<file path="src/hw/rtl/b2bcd_pkg.sv">
// Shared types, constants and the shift-and-add-3 step of the BCD converter.
`default_nettype none
package b2bcd_pkg;

  localparam int VALUE_W         = 16;
  localparam int DIGIT_W         = 4;
  localparam int OUT_DIGITS      = 5;
  localparam int BCD_W           = OUT_DIGITS * DIGIT_W;
  localparam int CNT_W           = 3;
  localparam int STEPS_PER_STAGE = 4;
  localparam int NUM_STAGES      = VALUE_W / STEPS_PER_STAGE;

  localparam logic [DIGIT_W-1:0] BLANK_CODE = 4'd15;
  localparam logic [DIGIT_W-1:0] DIGIT_NINE = 4'd9;

  // Register index of the digit count register.
  localparam logic REG_DIGIT_COUNT = 1'b0;

  // One item as it moves through the converter.
  typedef struct packed {
    logic [BCD_W-1:0]   bcd;
    logic [VALUE_W-1:0] bin;
    logic [CNT_W-1:0]   cnt;
    logic               ovf;
  } work_t;

  // One double-dabble step: correct every BCD digit of five or more by
  // adding three, then shift the whole word left by one bit.
  function automatic work_t dabble_step(input work_t w);
    work_t r;
    logic [BCD_W-1:0] adj;
    r   = w;
    adj = w.bcd;
    for (int k = 0; k < OUT_DIGITS; k++) begin
      if (adj[k*DIGIT_W +: DIGIT_W] >= 4'd5) begin
        adj[k*DIGIT_W +: DIGIT_W] = adj[k*DIGIT_W +: DIGIT_W] + 4'd3;
      end
    end
    r.bcd = {adj[BCD_W-2:0], w.bin[VALUE_W-1]};
    r.bin = {w.bin[VALUE_W-2:0], 1'b0};
    return r;
  endfunction

endpackage
`default_nettype wire

</file>
<file path="src/hw/rtl/binary_to_bcd_blanked_unit.sv">
// Top level of the 16-bit binary to blanked decimal display converter.
//
// Usage: an unsigned 16-bit value enters on the in_ stream channel and one
// item per value leaves on the out_ channel, holding five display digits
// (most significant position in the lowest bits of out_tdata) and an
// overflow flag in out_tuser. A digit is 0-9 or 15 for blank. Leading zeros
// are blanked except in the last used position, and positions beyond the
// digit count are blank. A value that does not fit the digit count sets
// overflow and shows nines in every used position.
// The digit count is written through the cfg_ APB port (register 0, byte
// address 0); the user must write it only while the block is idle, as the
// block does not enforce this. It resets to 5 and is clamped to
// 2..MAX_DIGITS when used. Each item passes four double-dabble stages of
// four shift-and-add-3 steps each, then the formatting stage that is also the
// output register. Throughput is one item per cycle while out_tready is high.
// Reset empties every stage. When the receiver stalls, each stage holds its
// item and empty stages ahead of it still fill, so the input keeps flowing
// until the pipeline is full; nothing is dropped or repeated.
`default_nettype none
module binary_to_bcd_blanked_unit
  import b2bcd_pkg::*;
#(
  parameter int MAX_DIGITS = 5
) (
  input  wire         clk,
  input  wire         rst_n,
  // in_tdata: value[15:0]
  input  wire         in_tvalid,
  output logic        in_tready,
  input  wire  [15:0] in_tdata,
  // out_tdata: digit_0[3:0], digit_1[7:4], digit_2[11:8], digit_3[15:12],
  // digit_4[19:16], zero fill [23:20]
  output logic        out_tvalid,
  input  wire         out_tready,
  output logic [23:0] out_tdata,
  // out_tuser: overflow[0]
  output logic [0:0]  out_tuser,
  input  wire         cfg_psel,
  input  wire         cfg_penable,
  input  wire         cfg_pwrite,
  input  wire  [2:0]  cfg_paddr,
  input  wire  [31:0] cfg_pwdata,
  output logic [31:0] cfg_prdata,
  output logic        cfg_pready
);

  localparam logic [CNT_W-1:0] MAX_N = CNT_W'(MAX_DIGITS);
  localparam logic [CNT_W-1:0] MIN_N = 3'd2;

  // Configuration register.
  logic [CNT_W-1:0] digit_count_r;
  logic             cfg_wr;

  assign cfg_pready = 1'b1;
  assign cfg_wr     = cfg_psel && cfg_penable && cfg_pwrite && cfg_pready &&
                      (cfg_paddr[2] == REG_DIGIT_COUNT);
  assign cfg_prdata = (cfg_paddr[2] == REG_DIGIT_COUNT) ?
                      {29'd0, digit_count_r} : 32'd0;

  always_ff @(posedge clk) begin
    if (!rst_n) begin
      digit_count_r <= 3'd5;
    end else if (cfg_wr) begin
      digit_count_r <= cfg_pwdata[CNT_W-1:0];
    end
  end

  // Effective count and overflow test are taken as the item enters, so
  // they travel with it down the pipeline.
  logic [CNT_W-1:0] eff_n;
  logic             ovf_in;
  work_t            entry_work;

  always_comb begin
    if (digit_count_r < MIN_N) begin
      eff_n = MIN_N;
    end else if (digit_count_r > MAX_N) begin
      eff_n = MAX_N;
    end else begin
      eff_n = digit_count_r;
    end
  end

  always_comb begin
    case (eff_n)
      3'd2:    ovf_in = in_tdata >= 16'd100;
      3'd3:    ovf_in = in_tdata >= 16'd1000;
      3'd4:    ovf_in = in_tdata >= 16'd10000;
      default: ovf_in = 1'b0;
    endcase
  end

  always_comb begin
    entry_work     = '0;
    entry_work.bin = in_tdata;
    entry_work.cnt = eff_n;
    entry_work.ovf = ovf_in;
  end

  // Double-dabble pipeline.
  logic  [NUM_STAGES:0] stg_valid;
  logic  [NUM_STAGES:0] stg_ready;
  work_t                stg_work [NUM_STAGES+1];

  assign stg_valid[0] = in_tvalid;
  assign in_tready    = stg_ready[0];
  assign stg_work[0]  = entry_work;

  for (genvar g = 0; g < NUM_STAGES; g++) begin : g_stage
    b2bcd_dabble_stage u_stage (
      .clk      (clk),
      .rst_n    (rst_n),
      .up_valid (stg_valid[g]),
      .up_ready (stg_ready[g]),
      .up_work  (stg_work[g]),
      .dn_valid (stg_valid[g+1]),
      .dn_ready (stg_ready[g+1]),
      .dn_work  (stg_work[g+1])
    );
  end

  // Formatting and output register.
  logic [OUT_DIGITS-1:0][DIGIT_W-1:0] out_digits;
  logic                               out_ovf;

  b2bcd_format u_format (
    .clk       (clk),
    .rst_n     (rst_n),
    .up_valid  (stg_valid[NUM_STAGES]),
    .up_ready  (stg_ready[NUM_STAGES]),
    .up_work   (stg_work[NUM_STAGES]),
    .dn_valid  (out_tvalid),
    .dn_ready  (out_tready),
    .dn_digits (out_digits),
    .dn_ovf    (out_ovf)
  );

  assign out_tdata = {4'd0, out_digits};
  assign out_tuser = out_ovf;

  // An overflowing item shows nine in the top position.
  assert property (@(posedge clk) disable iff (!rst_n)
    out_tvalid && out_tuser[0] |-> out_tdata[3:0] == DIGIT_NINE)
    else $error("overflow item without nine in the top position");

  // Overflow only happens with fewer than five positions, so the fifth is blank.
  assert property (@(posedge clk) disable iff (!rst_n)
    out_tvalid && out_tuser[0] |-> out_tdata[19:16] == BLANK_CODE)
    else $error("overflow item with a used fifth position");

  // Once the top position shows a digit, blanking has ended.
  assert property (@(posedge clk) disable iff (!rst_n)
    out_tvalid && out_tdata[3:0] != BLANK_CODE |-> out_tdata[7:4] != BLANK_CODE)
    else $error("blank after a shown top digit");

endmodule
`default_nettype wire

</file>
<file path="src/hw/rtl/b2bcd_dabble_stage.sv">
// One pipeline stage that applies several double-dabble steps to an item.
`default_nettype none
module b2bcd_dabble_stage
  import b2bcd_pkg::*;
(
  input  wire   clk,
  input  wire   rst_n,
  input  wire   up_valid,
  output logic  up_ready,
  input  work_t up_work,
  output logic  dn_valid,
  input  wire   dn_ready,
  output work_t dn_work
);

  logic  valid_r;
  work_t work_r;
  work_t work_nxt;

  always_comb begin
    work_nxt = up_work;
    for (int s = 0; s < STEPS_PER_STAGE; s++) begin
      work_nxt = dabble_step(work_nxt);
    end
  end

  // The stage takes a new item when it is empty or its item leaves now.
  assign up_ready = !valid_r || dn_ready;

  always_ff @(posedge clk) begin
    if (!rst_n) begin
      valid_r <= 1'b0;
    end else if (up_ready) begin
      valid_r <= up_valid;
    end
  end

  always_ff @(posedge clk) begin
    if (up_ready && up_valid) begin
      work_r <= work_nxt;
    end
  end

  assign dn_valid = valid_r;
  assign dn_work  = work_r;

endmodule
`default_nettype wire

</file>
<file path="src/hw/rtl/b2bcd_format.sv">
// Output stage: places digits by the display width, blanks leading zeros, shows nines on overflow.
`default_nettype none
module b2bcd_format
  import b2bcd_pkg::*;
(
  input  wire                               clk,
  input  wire                               rst_n,
  input  wire                               up_valid,
  output logic                              up_ready,
  input  work_t                             up_work,
  output logic                              dn_valid,
  input  wire                               dn_ready,
  output logic [OUT_DIGITS-1:0][DIGIT_W-1:0] dn_digits,
  output logic                              dn_ovf
);

  logic                               valid_r;
  logic [OUT_DIGITS-1:0][DIGIT_W-1:0] digits_r;
  logic [OUT_DIGITS-1:0][DIGIT_W-1:0] digits_nxt;
  logic                               ovf_r;
  logic                               leading;
  logic [CNT_W-1:0]                   idx;
  logic [DIGIT_W-1:0]                 d;

  always_comb begin
    leading    = 1'b1;
    idx        = '0;
    d          = '0;
    digits_nxt = '0;
    for (int pos = 0; pos < OUT_DIGITS; pos++) begin
      idx = CNT_W'(up_work.cnt - 3'd1 - CNT_W'(pos));
      if (CNT_W'(pos) >= up_work.cnt) begin
        d = BLANK_CODE;
      end else if (up_work.ovf) begin
        d = DIGIT_NINE;
      end else begin
        d = up_work.bcd[{idx, 2'b00} +: DIGIT_W];
        if (leading && d == 4'd0 && CNT_W'(pos) < CNT_W'(up_work.cnt - 3'd1)) begin
          d = BLANK_CODE;
        end else begin
          leading = 1'b0;
        end
      end
      digits_nxt[pos] = d;
    end
  end

  assign up_ready = !valid_r || dn_ready;

  always_ff @(posedge clk) begin
    if (!rst_n) begin
      valid_r <= 1'b0;
    end else if (up_ready) begin
      valid_r <= up_valid;
    end
  end

  always_ff @(posedge clk) begin
    if (up_ready && up_valid) begin
      digits_r <= digits_nxt;
      ovf_r    <= up_work.ovf;
    end
  end

  assign dn_valid  = valid_r;
  assign dn_digits = digits_r;
  assign dn_ovf    = ovf_r;

endmodule
`default_nettype wire

</file>
<file path="config.mk">
export PLATFORM = sky130hd
export DESIGN_NAME = binary_to_bcd_blanked_unit
export DESIGN_NICKNAME = d
export VERILOG_FILES = /design/src/hw/rtl/b2bcd_pkg.sv /design/src/hw/rtl/binary_to_bcd_blanked_unit.sv /design/src/hw/rtl/b2bcd_dabble_stage.sv /design/src/hw/rtl/b2bcd_format.sv
export SDC_FILE = /design/constraint.sdc
export NUM_CORES = 1
export LEC_CHECK = 0
export BUFFER_PORTS_ARGS = -buffer_cell sky130_fd_sc_hd__buf_2
export CORE_MARGIN = 4
export CORE_UTILIZATION = 32
export DETAILED_ROUTE_END_ITERATION = 10
export PLACE_DENSITY = 0.47
export SLEW_MARGIN = 40
export SYNTH_ARGS = -nofsm -noshare
export SYNTH_HDL_FRONTEND = slang
export SYNTH_SLANG_ARGS = --single-unit
</file>
<file path="constraint.sdc">
create_clock -name clk -period 6.56 [get_ports clk]
set_input_delay 1.312 -clock clk [delete_from_list [all_inputs] [get_ports clk]]
set_output_delay 1.312 -clock clk [all_outputs]
set_load 0.005 [all_outputs]
</file>
# Word-level counts from Yosys, hierarchy flattened
# Index checks and enable logic that the tools add are counted.
dict set report totals {
  in_bits 58
  n_memories 0
  romBits 0
  ram_bits 0
  word_cells 320
  register_bits 141
  latch_bits 0
}
dict set report classes {
  n_div 0
  muxes 91
  add_sub_neg 70
  n_reduce_logical 37
  n_bitwise 1
  eq_ne 3
  n_mul 0
  n_shift 5
  order_cmp 80
}
# cell count
set op_table {}
lappend op_table {{4-bit by 3-bit greater-or-equal comparator with 1-bit output (second input constant)} 60}
lappend op_table {{4-bit 2-to-1 mux} 53}
lappend op_table {{4-bit by 2-bit adder with 4-bit output (second input constant)} 50}
lappend op_table {{20-bit by 6-bit indexed part select with 4-bit output} 5}
lappend op_table {{3-bit 2-to-1 mux} 24}
lappend op_table {{3-bit by 2-bit adder with 3-bit output (second input constant)} 10}
lappend op_table {{4-bit logical NOT} 5}
lappend op_table {{1-bit logical AND} 17}
lappend op_table {{16-bit by 10-bit greater-or-equal comparator with 1-bit output (second input constant)} 1}
lappend op_table {{16-bit by 14-bit greater-or-equal comparator with 1-bit output (second input constant)} 1}
lappend op_table {{16-bit by 7-bit greater-or-equal comparator with 1-bit output (second input constant)} 1}
lappend op_table {{3-bit OR reduction} 5}
lappend op_table {{1-bit 2-to-1 mux} 13}
lappend op_table {{1-bit by 2-bit adder with 3-bit output (second input constant)} 4}
lappend op_table {{1-bit by 3-bit greater-or-equal comparator with 1-bit output (second input constant)} 4}
lappend op_table {{3-bit by 2-bit == test with 1-bit output (second input constant)} 2}
lappend op_table {{1-bit by 3-bit greater-or-equal comparator with 1-bit output (first input constant)} 2}
lappend op_table {{2-bit by 3-bit greater-or-equal comparator with 1-bit output (first input constant)} 2}
lappend op_table {{1-bit by 3-bit less-than comparator with 1-bit output (first input constant)} 2}
lappend op_table {{2-bit by 3-bit less-than comparator with 1-bit output (first input constant)} 2}
lappend op_table {{3-bit by 1-bit subtractor with 3-bit output (second input constant)} 2}
lappend op_table {{3-bit by 2-bit subtractor with 3-bit output (second input constant)} 2}
lappend op_table {{1-bit logical NOT} 5}
lappend op_table {{1-bit logical OR} 5}
lappend op_table {{10 further kinds} 10}

# Longest topological paths before layout
# Gate-level depths: netlist of the first run.
dict set report depth {
  depth_word 26
  mapped_depth 21
  mapped_depth_nobuf 21
}

# Modules after synthesis
# Synthesis of the first run repeated with hierarchy kept, for this count alone.
dict set report unflattened {
  cells_unflattened 1996
  hier_area_um2 16866.2
}
# module area_per_inst_um2 cells_each n_inst seq_area_each_um2
set modules_own_cells {}
lappend modules_own_cells {b2bcd_dabble_stage 3572.2 426 4 1101.1}
lappend modules_own_cells {b2bcd_format 2079.5 226 1 650.6}
lappend modules_own_cells {binary_to_bcd_blanked_unit 498.0 66 1 60.1}

# Worst setup path before layout of the first run
# Ideal clock, no wire load.
dict set report synth_path {
  path_type {register -> register}
  startpoint {register g_stage[1].u_stage.work_r, in the netlist g_stage[1].u_stage.dn_work[24]}
  endpoint {register g_stage[2].u_stage.work_r, in the netlist g_stage[2].u_stage.dn_work[26], data pin}
  required_ns 6.291
  setup_ns 0.269
  n_path_buf 0
  path_stages_with_launch 20
  arrival_ns 3.872
  path_slack_ns 2.418
  path_cell_list {edfxtp_1 -> ha_1 -> nand2b_1 -> a21oi_1 -> xnor2_1 -> inv_1 -> ha_1 -> nor2b_1 -> a2111o_1 -> o211a_2 -> xnor2_1 -> inv_1 -> ha_1 -> nand2b_1 -> a21bo_2 -> xor2_1 -> ha_1 -> nor2b_1 -> o21ai_1 -> mux2i_1}
}
# element line
set synth_lines {}
lappend synth_lines {{from (decl)} b2bcd_dabble_stage.sv:17} ;# work_t work_r;
lappend synth_lines {{from (signal assigned)} b2bcd_dabble_stage.sv:40} ;# work_r <= work_nxt;
lappend synth_lines {{to (signal assigned)} b2bcd_dabble_stage.sv:40}
lappend synth_lines {{to (decl)} b2bcd_dabble_stage.sv:17}

==> results of run 1 <==
==> worst max path at each step <==
stage                                         startpoint                              to  cells past startpoint  slack (ns)
after global placement    g_stage[1].u_stage.dn_work[24]  g_stage[2].u_stage.dn_work[26]                     19        2.10
after global routing      g_stage[2].u_stage.dn_work[24]  g_stage[3].u_stage.dn_work[26]                     20        1.60
final                     g_stage[2].u_stage.dn_work[24]  g_stage[3].u_stage.dn_work[30]                     20        2.09
after detailed placement  g_stage[1].u_stage.dn_work[24]  g_stage[2].u_stage.dn_work[26]                     19        2.02
after CTS                 g_stage[1].u_stage.dn_work[24]  g_stage[2].u_stage.dn_work[26]                     19        2.03
after floorplan           g_stage[1].u_stage.dn_work[24]  g_stage[2].u_stage.dn_work[26]                     19        2.42
==> state kept, by name, indices dropped and copies added, names as in the netlist <==
register / cells
digit_count_r: 3
u_format.dn_digits: 20
u_format.dn_ovf: 1
g_stage.u_stage.dn_valid: 4
u_format.dn_valid: 1
g_stage.u_stage.dn_work: 90
==> kinds of logic (layout without fill, tap and decap cells) <==
logic type | Yosys count | after routing | synth area share [%]
multiplexers | 86 | 86 | 10.6
XOR/XNOR | 34 | 34 | 3.32
flip-flops | 119 | 119 | 38.0
buffers and inverters | 133 | 172 | 7.01
other | 2 | 34 | 0.0817
AO/OA/AOI/OAI | 216 | 216 | 16.4
AND/OR/NAND/NOR | 232 | 232 | 13.1
adder cells (fa/ha/maj) | 85 | 85 | 11.6
==> worst register-to-register path: cells and delay by family (launching register included) <==
kind / cells / cell delay (ns)
AO/OA/AOI/OAI: 3 / 0.59
flip-flops: 1 / 0.46
XOR/XNOR: 1 / 0.25
multiplexers: 1 / 0.34
adder cells (fa/ha/maj): 4 / 0.90
buffers and inverters: 4 / 0.31
AND/OR/NAND/NOR: 7 / 1.37
==> layer usage <==
layer / global-route usage, % / part of all wire (%)
met1: 14.8 / 48
met2: 19.0 / 47
met3: 2.30 / 3.4
met4: 3.38 / 1.1
met5: 0 / 0
==> metrics by stage <==
| stage | cell area (µm²) | instances | total power, µW |
|---|---|---|---|
| 4_1_cts | 10400 | 1356 | 4680 |
| 3_3_place_gp | 9770 | 1324 | 3670 |
| 6_report | 10400 | 1356 | 4610 |
| 5_1_grt | 10400 | 1356 | 5080 |
| 2_1_floorplan | 9310 | 939 | 3300 |
| 3_5_place_dp | 9780 | 1324 | 3700 |
==> layout by cell type, fill, tap and decap left out, types with 5 or more instances in the layout <==
master     count
buf_2         52
xnor2_1       29
a22oi_1        5
nand3_1       18
o22a_1         9
mux2i_1       56
inv_1         75
inv_2          6
edfxtp_1     111
mux4_2         6
buf_4          6
o211ai_1       9
nor3_1        17
nor3b_1       10
clkinv_4       6
nand2b_1      27
a21bo_2        5
o21ai_0       33
o22ai_1        6
a21oi_1       50
a31oi_1        7
dfxtp_1        8
nor2b_1       25
a21o_1        13
clkbuf_16     17
o21a_1        10
o21ai_1       11
nor2_1        60
conb_1        34
a211oi_1       6
ha_1          85
a21boi_2       6
nand2_1       43
mux2_2        21
==> power by group through the flow <==
| stage | sequential (µW) | clock (µW) | combinational, µW |
|---|---|---|---|
| after floorplan | 1130 | 0 | 2170 |
| after global placement | 1170 | 0 | 2510 |
| after detailed placement | 1170 | 0 | 2530 |
| after CTS | 1150 | 981 | 2550 |
| after global routing | 1160 | 1020 | 2900 |
| final | 1150 | 951 | 2510 |
==> layout make-up <==
cell class                      instances  area share, %
Clock buffer                           19           4.26
Clock inverter                         13           1.55
Inverter                               82           2.96
Multi-Input combinational cell        687           50.1
Sequential cell                       119           33.6
Tap cell                              378           4.55
Timing Repair Buffer                   58           2.94
==> metrics.csv, run 1 <==
stage;metric;value;unit
run_status;status;complete, no violations;
sta;fin crit share;68.2;%
sta;clk_skew;0.0122;ns
logic_synthesis;count leader, synth;edfxtp_1;
critical_path;crit end category;flop;
logic_synthesis;synth cell count leaders;111 x edfxtp_1, 85 x ha_1, 75 x inv_1;
drt;first drt pass iteration count;5;
global_routing;GRT Util Overall;11.4;%
flow_run;# Max-Cap Violations;0;
sta;# setup viols final;0;
critical_path;r2r setup slk;2.09;ns
critical_path;Buf/Inv on CP;4;
floorplan;die footprint;31500;µm²
pwr;combinational share of power;54.4;%
logic_synthesis;Post-Syn Instances;907;
drt;drt wl/cell;12.6;µm
drt;Total Wirelength;17100;µm
drt;Detail Route Antenna Nets;0;
finish;sequential standard cell area;3490;µm²
sta;worst setup margin;2.09;ns
logic_synthesis;sequential area share after synthesis;38.0;%
finish;Final #Nets;1108;
clock_tree;Clock transition at path regs;0.06;ns
pwr;P per Cell Area;444;nW/µm²
logic_synthesis;yosys warns;0;
sta;final hold vios;0;
floorplan;starting density of the core;32.7;%
critical_path;Top delay family on crit path;simple AND/OR/NAND/NOR gates;
sta;Fin Setup TNS;0;ns
floorplan;Die W;177;µm
drt;vias;6447;
worst_hold_path;class of the worst hold path;reg2reg;
finish;area grow syn2layout;13.0;%
placed_design;post-DP HPWL;13300;µm
critical_path;CP max FO;6;
logic_synthesis;Post-synth ARST share;0;%
critical_path;CP arrival;4.63;ns
global_routing;vias in the first global route;6192;
critical_path;CP cell instances;ha_1 > and2b_2 > a2bb2oi_1 > and2_1 > inv_1 > ha_1 > nor2b_1 > or4_4 > nand2_1 > inv_1 > ha_1 > inv_1 > nor2_1 > o21ai_1 > xor2_1 > inv_1 > ha_1 > nor2b_1 > o21ai_2 > mux2_1;
pwr;Sw Pwr;1780;µW
placed_design;pre-CTS setup slack;2.02;ns
critical_path;Crit Path Category;reg2reg;
worst_hold_path;Hold Path End;g_stage[2].u_stage.dn_work[0];
sta;Fin Hold WS;0.416;ns
pwr;cell internal pwr;2830;µW
drt;Initial DRC Count;302;
drt;# DRC;0;
logic_synthesis;Post-synth EDFFs;111;
logic_synthesis;Syn Area/Cell;10.1;µm²
clock_tree;TritonCTS clock tree;yes;
pwr;Reg power frac;24.9;%
logic_synthesis;Synth Flop Type;edfxtp_1;
critical_path;Worst R2R Start;g_stage[2].u_stage.dn_work[24];
clock_tree;Post-CTS Setup Bufs;0;
pwr;Peak VDD IR;0.270;mV
clock_tree;Inserted Clock Buffers;17;
floorplan;Rows;61;
floorplan;# IOs;118;
logic_synthesis;library cells used by synthesis;81;
sta;FMAX;224;MHz
critical_path;worst path required time;6.72;ns
global_routing;initial antenna violation count;0;
critical_path;crit path launch type;flop;
clock_tree;post-cts sizing count;0;
finish;Final Util;37.0;%
logic_synthesis;Mapped Area;9190;µm²
pwr;Pleak;0.00434;µW
worst_hold_path;hold path depth;0;
clock_tree;cts hold-fix bufs;0;
sta;Max-slew headroom;51.8;%
sta;RSZ-0062 raised after global routing;no;
floorplan;core area;28100;µm²
placed_design;Port Buf Inserts;52;
logic_synthesis;Seq cells post-synth;119;
finish;number of fill cells;2863;
finish;Ant. Diodes;0;
sta;Final min period;4.47;ns
global_routing;largest net degree at the start of global routing;42;
pwr;part of the power in the clock network;20.6;%
clock_tree;Skew-Pair Late Insertion Delay;0.42;ns
logic_synthesis;synth top area cells;edfxtp_1 36%, ha_1 12%, mux2i_1 6.1%;
critical_path;slowest CP cell;edfxtp_1;
finish;share of cells above drive strength 1;17.0;%
critical_path;capture point of the worst reg-to-reg path;g_stage[3].u_stage.dn_work[30];
global_routing;global route overflow;0;
sta;worst-margin pin slew;0.720;ns
drt;routed vias/inst;4.75;
finish;footprint of the multi-input gates;5210;µm²
worst_hold_path;HP Start;g_stage[1].u_stage.dn_work[0];
logic_synthesis;area share of the leading cell type in the synthesized netlist;36.3;%
placed_design;Routability Congestion;0.782;
clock_tree;htree depth;4;
critical_path;Reg2Reg Depth;20;
clock_tree;Clock Tree Root;clkbuf_16;
pwr;Net Sw Frac;38.7;%
critical_path;Worst path max stage delay;0.46;ns
logic_synthesis;largest area contributor in the netlist;edfxtp_1;
clock_tree;Clock Path Buffers;2;
floorplan;die height;177;µm
clock_tree;clk sinks;119;
sta;Final Max Tran Viols;0;
global_routing;first-pass GRT wire length;29500;µm
Power figures use the tool's default switching activity.
==> inputs of run 2 (changes only) <==
--- a/config.mk
+++ b/config.mk
@@ -9,7 +9,7 @@
 export CORE_MARGIN = 4
 export CORE_UTILIZATION = 32
 export DETAILED_ROUTE_END_ITERATION = 10
-export PLACE_DENSITY = 0.47
+export PLACE_DENSITY = 0.49
 export SLEW_MARGIN = 40
 export SYNTH_ARGS = -nofsm -noshare
 export SYNTH_HDL_FRONTEND = slang
==> constraint.sdc (replaced) <==
create_clock -name clk -period 3.95 [get_ports clk]
set_input_delay 0.79 -clock clk [delete_from_list [all_inputs] [get_ports clk]]
set_output_delay 0.79 -clock clk [all_outputs]
set_load 0.005 [all_outputs]
==> run 2 against run 1 <==
Global-route usage grew 0.28 points. Clock skew increased by 0.0016 ns. Total power is 120% higher. Sequential share of layout area decreased by 4.5 points. Register-to-register slack got worse by 2.1 ns. Sequential power up 65%. Cell count up 9.4%. Critical path depth decreased by 1. First-iteration DRC count decreased by 17%. Largest cell class unchanged. Highest routed layer unchanged.
==> metrics.csv, run 2 (synthesis results as in run 1) <==
stage;metric;value;unit
run_status;status;complete, no violations;
worst_hold_path;class of the worst hold path;reg2reg;
critical_path;CP cell instances;ha_2 > and2b_2 > a2bb2oi_2 > and2_4 > inv_4 > ha_4 > nor2b_4 > or4_4 > nand2_4 > buf_6 > ha_4 > nor2_2 > o21ai_2 > xor2_1 > inv_1 > ha_2 > nor2b_4 > o21ai_2 > mux2_4;
drt;Total Wirelength;18600;µm
sta;final hold vios;0;
placed_design;post-DP HPWL;14000;µm
sta;Max-slew headroom;50.2;%
sta;# setup viols final;0;
sta;FMAX;254;MHz
critical_path;Top delay family on crit path;simple AND/OR/NAND/NOR gates;
critical_path;capture point of the worst reg-to-reg path;g_stage[3].u_stage.dn_work[30];
finish;Ant. Diodes;0;
sta;Final Max Tran Viols;0;
sta;worst-margin pin slew;0.744;ns
finish;Final #Nets;1236;
global_routing;GRT Util Overall;11.6;%
floorplan;starting density of the core;32.7;%
pwr;Peak VDD IR;0.485;mV
clock_tree;htree depth;4;
clock_tree;Clock transition at path regs;0.06;ns
floorplan;# IOs;118;
finish;design area;12000;µm²
critical_path;CP max FO;4;
floorplan;die footprint;31500;µm²
drt;routed vias/inst;4.68;
global_routing;first-pass GRT wire length;30300;µm
clock_tree;clk sinks;119;
critical_path;slowest CP cell;or4_4;
global_routing;initial antenna violation count;0;
finish;commonest non-fill, non-tap cell in the layout;buf_4;
drt;first drt pass iteration count;4;
critical_path;Crit Path Category;reg2reg;
global_routing;global route overflow;0;
global_routing;largest net degree at the start of global routing;42;
placed_design;Port Buf Inserts;52;
finish;final std cells w/o fill;1484;
critical_path;Reg2Reg Depth;19;
pwr;cell internal pwr;6250;µW
placed_design;Routability Congestion;0.827;
sta;clk_skew;0.0138;ns
placed_design;Placement Cell Area;10600;µm²
floorplan;Die W;177;µm
critical_path;Worst path max stage delay;0.55;ns
clock_tree;TritonCTS clock tree;yes;
placed_design;Placed Cells incl. Taps;1429;
clock_tree;Skew-Pair Late Insertion Delay;0.42;ns
sta;RSZ-0062 raised after global routing;yes;
pwr;Sw Pwr;3690;µW
pwr;P per Cell Area;828;nW/µm²
finish;number of fill cells;2751;
pwr;Reg power frac;19.1;%
drt;# DRC;0;
worst_hold_path;hold path depth;0;
critical_path;Worst R2R Start;g_stage[2].u_stage.dn_work[24];
drt;vias;6943;
finish;area grow syn2layout;30.5;%
critical_path;worst path required time;4.11;ns
floorplan;Rows;61;
drt;Detail Route Antenna Nets;0;
sta;Final min period;3.94;ns
floorplan;die height;177;µm
pwr;Pleak;0.00509;µW
drt;drt wl/cell;12.6;µm
finish;leading cell types in the layout, fill and taps excluded;131 x buf_4, 111 x edfxtp_1, 66 x inv_1;
critical_path;worst setup path start;g_stage[2].u_stage.dn_work[24];
pwr;part of the power in the clock network;15.3;%
worst_hold_path;HP Start;g_stage[0].u_stage.dn_work[16];
global_routing;vias in the first global route;6470;
clock_tree;Clock Path Buffers;2;
critical_path;r2r setup slk;0.01;ns
pwr;combinational share of power;65.6;%
worst_hold_path;Hold Path End;g_stage[1].u_stage.dn_work[20];
critical_path;Buf/Inv on CP;3;
sta;fin crit share;99.6;%
clock_tree;Clock Tree Root;clkbuf_16;
flow_run;# Max-Cap Violations;0;
finish;share of cells above drive strength 1;36.1;%
critical_path;crit end category;flop;
critical_path;crit path launch type;flop;
pwr;Net Sw Frac;37.1;%
floorplan;core area;28100;µm²
clock_tree;Inserted Clock Buffers;17;
finish;max FFs per register;90;
drt;Initial DRC Count;252;
critical_path;CP arrival;4.10;ns
[run 2: cell type report]
type / instances / area [µm²] / area share, %
flip-flops and latches: 119 / 3490 / 29.1
well taps: 378 / 473 / 3.94
multi-input cells: 687 / 5860 / 48.8
clock buffers: 17 / 425 / 3.54
repair buffers: 186 / 1280 / 10.6
inverters: 82 / 315 / 2.63
clock inverters: 15 / 158 / 1.31
[run 2: power groups by stage]
stage	combinational, µW	sequential, µW	clock [µW]
4_1_cts	5760	1900	1570
6_report	6520	1900	1520
5_1_grt	7260	1920	1630
2_1_floorplan	3650	1890	0
3_3_place_gp	5210	1920	0
3_5_place_dp	5270	1920	0
[run 2: how the worst max path moves through the flow]
stage / to / slack [ns] / cells after the start
after floorplan: g_stage[2].u_stage.dn_work[26] / 0.0002 / 19
after global routing: g_stage[3].u_stage.dn_work[30] / -0.21 / 21
after CTS: g_stage[3].u_stage.dn_work[30] / -0.04 / 20
after global placement: g_stage[2].u_stage.dn_work[26] / -0.12 / 19
after detailed placement: g_stage[2].u_stage.dn_work[26] / -0.21 / 19
final: g_stage[3].u_stage.dn_work[30] / 0.01 / 19
[run 2: timing repair]
| action | in CTS | in global routing |
|---|---|---|
| pin swaps | 13 | 45 |
| setup buffers | 10 | 13 |
| hold buffers | 0 | 0 |
| endpoints found under the setup margin | 23 | 37 |
| resized for setup | 26 | 111 |
[run 2: routing by layer]
metal  GRT usage [%]  share of wire, %  up-vias
met3            2.26               3.0       16
met1            15.0                47     3236
met5               0                 0        -
met4            3.80               1.3        0
met2            19.6                49       90
li1                -                 -     3601
[run 2: per-stage QoR]
step / setup WS (ns) / hold slack, ns / utilization, % / TNS [ns] / power (µW)
2_1_floorplan: 0.000243 / 0.400 / - / 0 / 5540
3_3_place_gp: -0.119 / 0.403 / 37.7 / -0.807 / 7130
3_5_place_dp: -0.208 / 0.406 / 37.8 / -1.65 / 7200
4_1_cts: -0.0415 / 0.421 / 40.6 / -0.0415 / 9230
5_1_grt: -0.215 / 0.423 / 42.7 / -1.35 / 10800
6_report: 0.0147 / 0.418 / 42.7 / 0 / 9940
[run 2: worst reg2reg max path, cell delays in order, from the launching register on]
cell and delay (ns):
edfxtp_1 0.44, ha_2 0.20, and2b_2 0.24, a2bb2oi_2 0.15, and2_4 0.17, inv_4 0.05
ha_4 0.15, nor2b_4 0.12, or4_4 0.55, nand2_4 0.09, buf_6 0.12, ha_4 0.13
nor2_2 0.04, o21ai_2 0.16, xor2_1 0.21, inv_1 0.09, ha_2 0.18, nor2b_4 0.12
o21ai_2 0.16, mux2_4 0.31
